`src/rtl/core/sleep_tick_task_scheduler_macros.svh`:
```
// ----------------------------------------------------------------------------
// Assertion macros for the sleep tick task scheduler
// Concurrent assertion wrappers that can be compiled out with ASSERT_OFF.
// ----------------------------------------------------------------------------
`ifndef SLEEP_TICK_TASK_SCHEDULER_MACROS_SVH
`define SLEEP_TICK_TASK_SCHEDULER_MACROS_SVH

`ifndef ASSERT_OFF
// Consequent must hold in the same cycle as the antecedent.
`define STTS_ASSERT_SAME(label, clk, rst, ante, cons, msg) \
   label: assert property (@(posedge clk) disable iff (rst) (ante) |-> (cons)) \
      else $error(msg);
// Consequent must hold in the cycle after the antecedent.
`define STTS_ASSERT_NEXT(label, clk, rst, ante, cons, msg) \
   label: assert property (@(posedge clk) disable iff (rst) (ante) |=> (cons)) \
      else $error(msg);
`else
`define STTS_ASSERT_SAME(label, clk, rst, ante, cons, msg)
`define STTS_ASSERT_NEXT(label, clk, rst, ante, cons, msg)
`endif

`endif

```
`src/rtl/core/stts_pkg.sv`:
```
// ----------------------------------------------------------------------------
// Sleep tick task scheduler package
// Operation codes, task states, field widths and the task table entry type.
// ----------------------------------------------------------------------------
package stts_pkg;

   localparam int OP_W     = 2;
   localparam int MS_W     = 32;
   localparam int NEXT_W   = 4;
   localparam int COUNT_W  = 5;
   localparam int PERIOD_W = 10;
   localparam int TICKS_W  = 30;
   localparam int TSTATE_W = 2;
   localparam int CSR_IDX_W = 1;
   localparam int CSR_DATA_W = 10;

   localparam logic [OP_W-1:0] OP_START  = 2'd0;
   localparam logic [OP_W-1:0] OP_SLEEP  = 2'd1;
   localparam logic [OP_W-1:0] OP_FINISH = 2'd2;
   localparam logic [OP_W-1:0] OP_TICK   = 2'd3;

   localparam logic [TSTATE_W-1:0] TS_SLEEPING = 2'd0;
   localparam logic [TSTATE_W-1:0] TS_RUNNING  = 2'd1;
   localparam logic [TSTATE_W-1:0] TS_FINISHED = 2'd2;

   localparam logic [CSR_IDX_W-1:0] CSR_TASK_COUNT  = 1'd0;
   localparam logic [CSR_IDX_W-1:0] CSR_TICK_PERIOD = 1'd1;

   localparam logic [TICKS_W-1:0] TICKS_MAX = 30'h3FFF_FFFF;

   typedef struct packed {
      logic [TSTATE_W-1:0] state;
      logic [TICKS_W-1:0]  ticks;
   } entry_type;

endpackage

```
`src/rtl/core/sleep_tick_task_scheduler.sv`:
```
// ----------------------------------------------------------------------------
// Sleep tick task scheduler
// Task table with sleep counters, a bit-serial divider and a scan sequencer.
// ----------------------------------------------------------------------------
// A request carries an operation (start, sleep, finish, tick) and a sleep time
// in milliseconds. Each request yields exactly one response with switch_now,
// next_task and waiting. Both channels use valid and stall; the block stalls
// its request side for as long as a request is being worked on.
// The task table lives in a single-port memory with a registered read, so
// each visited entry takes a read state and a check state. A sleep or a
// finish while a pick is pending goes straight to the result, and a start
// marks task 0 running. Any other sleep reads the running entry; unless it
// is finished, the one-bit-per-cycle divider runs and the entry is written
// back. The sleep then scans the tasks. A finish marks the entry finished
// and scans without the divider. A tick sweeps all active tasks and then, if
// a pick is pending, scans again. Reset clears the task table at once through
// per-entry valid bits; no clearing pass is needed. A stalled response is
// held in the output register while the next request is accepted and worked
// on; that request then waits for the output register before finishing.
// ----------------------------------------------------------------------------
`include "sleep_tick_task_scheduler_macros.svh"

module sleep_tick_task_scheduler #(
   parameter int TASK_SLOTS = 16
) (
   input  logic                             clock,
   input  logic                             reset,
   input  logic                             req_valid,
   output logic                             req_stall,
   input  logic [stts_pkg::OP_W-1:0]        req_op,
   input  logic [stts_pkg::MS_W-1:0]        req_sleep_ms,
   output logic                             rsp_valid,
   input  logic                             rsp_stall,
   output logic                             rsp_switch_now,
   output logic [stts_pkg::NEXT_W-1:0]      rsp_next_task,
   output logic                             rsp_waiting,
   input  logic                             csr_we,
   input  logic [stts_pkg::CSR_IDX_W-1:0]   csr_index,
   input  logic [stts_pkg::CSR_DATA_W-1:0]  csr_wdata
);

   import stts_pkg::*;

   localparam int IW    = $clog2(TASK_SLOTS);
   localparam int CNT_W = $clog2(TASK_SLOTS + 1);
   localparam logic [31:0] MAX_U = 32'(TASK_SLOTS);

   localparam logic [3:0] ST_IDLE     = 4'd0;
   localparam logic [3:0] ST_RD_CUR   = 4'd1;
   localparam logic [3:0] ST_CHK_CUR  = 4'd2;
   localparam logic [3:0] ST_DIV      = 4'd3;
   localparam logic [3:0] ST_WR_CUR   = 4'd4;
   localparam logic [3:0] ST_SCAN_RD  = 4'd5;
   localparam logic [3:0] ST_SCAN_CHK = 4'd6;
   localparam logic [3:0] ST_TICK_RD  = 4'd7;
   localparam logic [3:0] ST_TICK_CHK = 4'd8;
   localparam logic [3:0] ST_RESULT   = 4'd9;

   logic [3:0]          state_ff, state_in;
   logic [OP_W-1:0]     op_ff, op_in;
   logic [MS_W-1:0]     quo_ff, quo_in;
   logic [PERIOD_W-1:0] rem_ff, rem_in;
   logic [4:0]          div_cnt_ff, div_cnt_in;
   logic [CNT_W-1:0]    idx_ff, idx_in;
   logic [IW-1:0]       running_ff, running_in;
   logic                pending_ff, pending_in;
   logic                chosen_ff, chosen_in;
   logic [COUNT_W-1:0]  task_count_ff;
   logic [PERIOD_W-1:0] tick_period_ff;

   logic                rsp_valid_ff, rsp_valid_in;
   logic                rsp_switch_ff, rsp_switch_in;
   logic [NEXT_W-1:0]   rsp_next_ff, rsp_next_in;
   logic                rsp_waiting_ff, rsp_waiting_in;

   entry_type           mem [TASK_SLOTS];
   entry_type           rd_ff;
   logic                rd_vld_ff;
   logic [TASK_SLOTS-1:0] valid_ff;

   entry_type           entry;
   entry_type           mem_wdata;
   logic                mem_we;
   logic [IW-1:0]       mem_addr;
   logic [CNT_W-1:0]    active_n;
   logic [PERIOD_W-1:0] period;
   logic [PERIOD_W:0]   trial;
   logic                trial_ge;
   logic [TICKS_W-1:0]  sat_ticks;
   logic                req_take;
   logic                out_free;

   assign req_take = req_valid && (state_ff == ST_IDLE);
   assign out_free = !rsp_valid_ff || !rsp_stall;
   assign active_n = ({27'd0, task_count_ff} > MAX_U) ? CNT_W'(TASK_SLOTS)
                                                       : CNT_W'(task_count_ff);
   assign period   = (tick_period_ff == '0) ? PERIOD_W'(1) : tick_period_ff;
   assign trial    = {rem_ff, quo_ff[MS_W-1]};
   assign trial_ge = trial >= {1'b0, period};
   assign sat_ticks = (quo_ff[MS_W-1:TICKS_W] != '0) ? TICKS_MAX : quo_ff[TICKS_W-1:0];
   assign entry    = rd_vld_ff ? rd_ff : '0;

   always_comb begin
      case (state_ff)
         ST_RD_CUR, ST_CHK_CUR, ST_DIV, ST_WR_CUR: mem_addr = running_ff;
         default:                                  mem_addr = idx_ff[IW-1:0];
      endcase
   end

   always_comb begin
      state_in       = state_ff;
      op_in          = op_ff;
      quo_in         = quo_ff;
      rem_in         = rem_ff;
      div_cnt_in     = div_cnt_ff;
      idx_in         = idx_ff;
      running_in     = running_ff;
      pending_in     = pending_ff;
      chosen_in      = chosen_ff;
      rsp_valid_in   = rsp_valid_ff && rsp_stall;
      rsp_switch_in  = rsp_switch_ff;
      rsp_next_in    = rsp_next_ff;
      rsp_waiting_in = rsp_waiting_ff;
      mem_we         = 1'b0;
      mem_wdata      = entry;
      case (state_ff)
         ST_IDLE: begin
            if (req_take) begin
               op_in     = req_op;
               quo_in    = req_sleep_ms;
               idx_in    = '0;
               chosen_in = 1'b0;
               case (req_op)
                  OP_START: begin
                     running_in = '0;
                     pending_in = 1'b0;
                     state_in   = ST_RD_CUR;
                  end
                  OP_TICK: begin
                     state_in = ST_TICK_RD;
                  end
                  default: begin
                     state_in = pending_ff ? ST_RESULT : ST_RD_CUR;
                  end
               endcase
            end
         end
         ST_RD_CUR: begin
            state_in = ST_CHK_CUR;
         end
         ST_CHK_CUR: begin
            case (op_ff)
               OP_START: begin
                  mem_we          = 1'b1;
                  mem_wdata.state = TS_RUNNING;
                  chosen_in       = 1'b1;
                  state_in        = ST_RESULT;
               end
               OP_FINISH: begin
                  mem_we          = 1'b1;
                  mem_wdata.state = TS_FINISHED;
                  state_in        = ST_SCAN_RD;
               end
               default: begin
                  if (entry.state == TS_FINISHED) begin
                     state_in = ST_SCAN_RD;
                  end else begin
                     rem_in     = '0;
                     div_cnt_in = '0;
                     state_in   = ST_DIV;
                  end
               end
            endcase
         end
         ST_DIV: begin
            rem_in     = trial_ge ? PERIOD_W'(trial - {1'b0, period}) : trial[PERIOD_W-1:0];
            quo_in     = {quo_ff[MS_W-2:0], trial_ge};
            div_cnt_in = div_cnt_ff + 5'd1;
            if (div_cnt_ff == 5'd31) begin
               state_in = ST_WR_CUR;
            end
         end
         ST_WR_CUR: begin
            mem_we          = 1'b1;
            mem_wdata.state = TS_SLEEPING;
            mem_wdata.ticks = sat_ticks;
            state_in        = ST_SCAN_RD;
         end
         ST_SCAN_RD: begin
            if (idx_ff >= active_n) begin
               pending_in = 1'b1;
               state_in   = ST_RESULT;
            end else begin
               state_in = ST_SCAN_CHK;
            end
         end
         ST_SCAN_CHK: begin
            if (entry.state != TS_FINISHED && entry.ticks == '0) begin
               mem_we          = 1'b1;
               mem_wdata.state = TS_RUNNING;
               running_in      = idx_ff[IW-1:0];
               pending_in      = 1'b0;
               chosen_in       = 1'b1;
               state_in        = ST_RESULT;
            end else begin
               idx_in   = idx_ff + CNT_W'(1);
               state_in = ST_SCAN_RD;
            end
         end
         ST_TICK_RD: begin
            if (idx_ff >= active_n) begin
               idx_in   = '0;
               state_in = pending_ff ? ST_SCAN_RD : ST_RESULT;
            end else begin
               state_in = ST_TICK_CHK;
            end
         end
         ST_TICK_CHK: begin
            if (entry.ticks != '0) begin
               mem_we          = 1'b1;
               mem_wdata.ticks = entry.ticks - TICKS_W'(1);
            end
            idx_in   = idx_ff + CNT_W'(1);
            state_in = ST_TICK_RD;
         end
         ST_RESULT: begin
            if (out_free) begin
               rsp_valid_in   = 1'b1;
               rsp_switch_in  = chosen_ff;
               rsp_next_in    = NEXT_W'(running_ff);
               rsp_waiting_in = pending_ff;
               state_in       = ST_IDLE;
            end
         end
         default: begin
            state_in = ST_IDLE;
         end
      endcase
   end

   always_ff @(posedge clock) begin
      if (reset) begin
         state_ff       <= ST_IDLE;
         running_ff     <= '0;
         pending_ff     <= 1'b0;
         rsp_valid_ff   <= 1'b0;
         valid_ff       <= '0;
         rd_vld_ff      <= 1'b0;
         task_count_ff  <= COUNT_W'(1);
         tick_period_ff <= PERIOD_W'(1);
      end else begin
         state_ff     <= state_in;
         running_ff   <= running_in;
         pending_ff   <= pending_in;
         rsp_valid_ff <= rsp_valid_in;
         rd_vld_ff    <= valid_ff[mem_addr];
         if (mem_we) begin
            valid_ff[mem_addr] <= 1'b1;
         end
         if (csr_we) begin
            case (csr_index)
               CSR_TASK_COUNT:  task_count_ff  <= csr_wdata[COUNT_W-1:0];
               CSR_TICK_PERIOD: tick_period_ff <= csr_wdata[PERIOD_W-1:0];
               default: begin
               end
            endcase
         end
      end
   end

   always_ff @(posedge clock) begin
      op_ff          <= op_in;
      quo_ff         <= quo_in;
      rem_ff         <= rem_in;
      div_cnt_ff     <= div_cnt_in;
      idx_ff         <= idx_in;
      chosen_ff      <= chosen_in;
      rsp_switch_ff  <= rsp_switch_in;
      rsp_next_ff    <= rsp_next_in;
      rsp_waiting_ff <= rsp_waiting_in;
   end

   always_ff @(posedge clock) begin
      if (mem_we) begin
         mem[mem_addr] <= mem_wdata;
      end
      rd_ff <= mem[mem_addr];
   end

   assign req_stall      = (state_ff != ST_IDLE);
   assign rsp_valid      = rsp_valid_ff;
   assign rsp_switch_now = rsp_switch_ff;
   assign rsp_next_task  = rsp_next_ff;
   assign rsp_waiting    = rsp_waiting_ff;

   `STTS_ASSERT_SAME(a_no_switch_while_waiting, clock, reset, rsp_valid_ff, !(rsp_switch_ff && rsp_waiting_ff), "response reports a switch and a pending pick together")
   `STTS_ASSERT_NEXT(a_busy_after_request, clock, reset, req_take, state_ff != ST_IDLE, "sequencer idle right after a request")
   `STTS_ASSERT_SAME(a_scan_in_range, clock, reset, state_ff == ST_SCAN_CHK || state_ff == ST_TICK_CHK, idx_ff < active_n, "table entry checked beyond the active tasks")

endmodule

```
`config.mk`:
```
export PLATFORM = sky130hd
export DESIGN_NAME = sleep_tick_task_scheduler
export DESIGN_NICKNAME = d
export VERILOG_FILES = /design/src/rtl/core/stts_pkg.sv /design/src/rtl/core/sleep_tick_task_scheduler.sv
export VERILOG_INCLUDE_DIRS = /design/src /design/src/rtl/core
export SDC_FILE = /design/constraint.sdc
export NUM_CORES = 1
export LEC_CHECK = 0
export BUFFER_PORTS_ARGS = -buffer_cell sky130_fd_sc_hd__buf_4
export CAP_MARGIN = 40
export CORE_ASPECT_RATIO = 1.4
export CORE_MARGIN = 8
export CORE_UTILIZATION = 50
export DETAILED_ROUTE_END_ITERATION = 10
export HOLD_SLACK_MARGIN = 0.05
export PLACE_DENSITY = 0.77
export SLEW_MARGIN = 25
export SYNTH_ARGS = -nofsm -noshare
export SYNTH_HDL_FRONTEND = slang
export SYNTH_SLANG_ARGS = --single-unit
```
`constraint.sdc`:
```
create_clock -name clock -period 6.6 [get_ports clock]
set_clock_uncertainty 0.05 [all_clocks]
set_input_delay 0.66 -clock clock [delete_from_list [all_inputs] [get_ports clock]]
set_output_delay 0.66 -clock clock [all_outputs]
set_load 0.01 [all_outputs]
```
==> results.sh <==
export IMPL_initial_utilization=0.502
export IMPL_status="finished clean"
export IMPL_syn_inst=1906
export IMPL_core_area_mm2=0.0549
export IMPL_finalHoldViolations=0
export IMPL_final_layout_size_suffix_gt1_frac=0.195
export IMPL_hpwl_um=45100
export IMPL_hold_class="input pin to flop"
export IMPL_cp_arrival_ns=4.45
export IMPL_setup_tns_ns=0
export IMPL_worstPathCellList="nor3_2 -> or4b_1 -> nand2_8 -> nand2_1 -> nor3_2 -> buf_4"
export IMPL_placedCellCount=2645
export IMPL_synth_net_count=1979
export IMPL_insertion_delay_ns=0.60
export IMPL_ctsRootBufferMaster="clkbuf_16"
export IMPL_drt_wl_total_um=69400
export IMPL_post_cts_resized=0
export IMPL_syn_cell_area_mm2=0.0275
export IMPL_path_common_cell="nor3_2"
export IMPL_setup_violations=0
export IMPL_vias=17100
export IMPL_cts_sinks=647
export IMPL_fin_cells=2749
export IMPL_syn_area_per_cell_um2=14.4
export IMPL_fin_crit_ns=4.28
export IMPL_wl_met1_um=26300
export IMPL_drtAntennaViolNets=0
export IMPL_pwr_density_cell_mw_per_mm2=439
export IMPL_dominantRegCellSynth="edfxtp_1"
export IMPL_finalNetCount=2048
export IMPL_synth_edff_count=573
export IMPL_critPathLaunchType="flop"
export IMPL_route_met3_wl_um=4490
export IMPL_postCtsSetupRepairBufs=0
export IMPL_synthArstFlopShare=0
export IMPL_worst_pin_slew_ns=0.881
export IMPL_cts_buffers=54
export IMPL_placed_area_mm2=0.0290
export IMPL_clock_fmax_mhz=234
export IMPL_end_kind="flop"
export IMPL_drt_pass1_iterations=6
export IMPL_h_tree_depth=2
export IMPL_ys_types=84
export IMPL_io_buffers=57
export IMPL_dr_wl_met2_um=35700
export IMPL_dieWidth_um=214
export IMPL_cts_buffer_depth=3
export IMPL_syn_to_final_growth_pct=12.1
export IMPL_drv_slew=0
export IMPL_synth_seq_area_share=0.679
export IMPL_gp_congestion=0.899
export IMPL_grt_use_total=0.217
export IMPL_drt_iter0_drc=1718
export IMPL_maxCapViolCount=0
export IMPL_design_area_mm2=0.0308
export IMPL_crit_buf_inv=1
export IMPL_cp_slowest_stage_delay_ns=0.87
export IMPL_synth_warnings=0
export IMPL_grt_max_degree=116
export IMPL_diodes=0
export IMPL_critPathTopFamily="simple AND/OR/NAND/NOR gates"
export IMPL_cp_required_ns=6.77
export IMPL_first_global_vias=17100
export IMPL_clk_pin_slew_ns=0.06
export IMPL_antenna_found_initial=1
export IMPL_hold_ws_ns=0.232
export IMPL_top_layer="met5"
export IMPL_via_per_inst=6.21
export IMPL_rows=102
export IMPL_fin_util=0.562
export IMPL_rsz0062_at_grt="no"
export IMPL_die_area_mm2=0.0629
export IMPL_crit_path_top_delay_cell="or4b_1"
export IMPL_ys_ff_latch=647
export IMPL_hold_buffers=0
export IMPL_drc=0
export IMPL_period_share=0.648
export IMPL_cts_tree="yes"
export IMPL_grt_pass1_wl_um=105000
export IMPL_die_y_um=294
export IMPL_grt_overflow=0
export IMPL_leakage_nw=10.3
export IMPL_avgRoutedWirePerCell_um=25.2
export IMPL_pin_count=58
export IMPL_ir_drop_mv=0.273
export IMPL_crit_fanout=59
export IMPL_critPathKind="flop to flop"
export IMPL_max_slew_margin=0.411
flip-flops by register name, indices dropped and copies added, names as in the netlist:
register        flops
chosen_ff           1
rsp_waiting         1
tick_period_ff     10
task_count_ff       5
valid_ff           16
rd_vld_ff           1
rsp_next_task       4
mem               512
pending_ff          1
rsp_valid           1
idx_ff              5
rsp_switch_now      1
rd_ff              32
div_cnt_ff          5
running_ff          4
state_ff            4
rem_ff             10
quo_ff             32
op_ff               2
final cells by class:
cell class	count	area [um2]
Timing Repair Buffer	121	952
Sequential cell	647	18700
Clock buffer	73	1520
Inverter	38	143
Clock inverter	29	300
Tap cell	728	911
Fill cell	4221	24000
Multi-Input combinational cell	1113	8330
per-layer routing:
layer | up-vias | GRT usage
met3 | 158 | 0.0314
li1 | 7559 | -
met4 | 2 | 0.0936
met1 | 8623 | 0.261
met5 | - | 0
met2 | 721 | 0.385
cell families (layout without fill, tap and decap cells):
| group | after synthesis | count (layout) | share of synthesized area |
|---|---|---|---|
| AOI/OAI and AO/OA | 347 | 347 | 0.0910 |
| xor gates and xnor gates | 13 | 13 | 0.00414 |
| adders and majority gates | 23 | 23 | 0.0107 |
| buffers and inverters | 146 | 261 | 0.0247 |
| DFF | 647 | 647 | 0.679 |
| muxes | 199 | 199 | 0.0987 |
| and+or+nand+nor | 531 | 531 | 0.0918 |
cell usage in the layout, fill, tap and decap left out, types with 48 or more instances in the layout:
cell type    n
edfxtp_1   573
dfxtp_1     73
o21ai_0     60
buf_4      109
clkbuf_16   55
mux4_2      49
a22oi_1     48
nand2_1    252
mux2i_1     64
mux2_2      82
nor2_1      73
cell usage after synthesis, types with 6 or more instances:
library cell	count	share of area
edfxtp_1	573	0.63
nand2_1	252	0.034
mux2_2	82	0.034
dfxtp_1	74	0.054
nor2_1	73	0.010
mux2i_1	66	0.024
o21ai_0	60	0.011
clkbuf_1	51	0.0070
mux4_2	49	0.040
a22oi_1	48	0.013
a21oi_1	37	0.0067
inv_1	37	0.0050
buf_2	34	0.0062
and3_1	29	0.0066
nand3_1	29	0.0053
nor3_1	26	0.0047
a211oi_1	25	0.0068
nand4_1	24	0.0055
ha_1	22	0.010
o31ai_1	22	0.0060
nand2b_1	20	0.0045
a32o_1	17	0.0062
a31oi_1	16	0.0036
o22a_1	15	0.0048
o211ai_1	13	0.0035
buf_4	12	0.0033
nor4_1	12	0.0027
nor2b_1	10	0.0023
o32ai_1	10	0.0032
or4_1	10	0.0027
or3_1	9	0.0020
a2111oi_0	8	0.0025
xnor2_1	8	0.0025
and2_1	7	0.0016
a211o_1	6	0.0019
a21o_1	6	0.0016
buf_6	6	0.0025
o22ai_1	6	0.0014
o41ai_1	6	0.0019
path summary, 6_finish.rpt:
path,depth (start not counted),start,end,slack (ns)
setup / recovery,6,state_ff[2],mem[9][31],2.32
hold / removal,1,req_op[1],op_ff[1],0.23
setup reg to reg,6,state_ff[2],mem[9][31],2.32
hold reg to reg,0,chosen_ff,rsp_switch_now,0.36
metrics by stage:
stage | total power (W) | setup WS [ns]
floorplan | 0.00881 | 0.619
global placement | 0.0101 | 2.23
detailed placement | 0.0103 | 2.35
CTS | 0.0135 | 2.33
global route | 0.0141 | 2.07
finish | 0.0135 | 2.32
power breakdown:
| group | switching (W) | internal (W) |
|---|---|---|
| sequential | 0.000363 | 0.00536 |
| clock | 0.00144 | 0.00179 |
| combinational | 0.00294 | 0.00164 |
| total | 0.00474 | 0.00879 |
No activity file was read; power rests on OpenSTA's default activity.
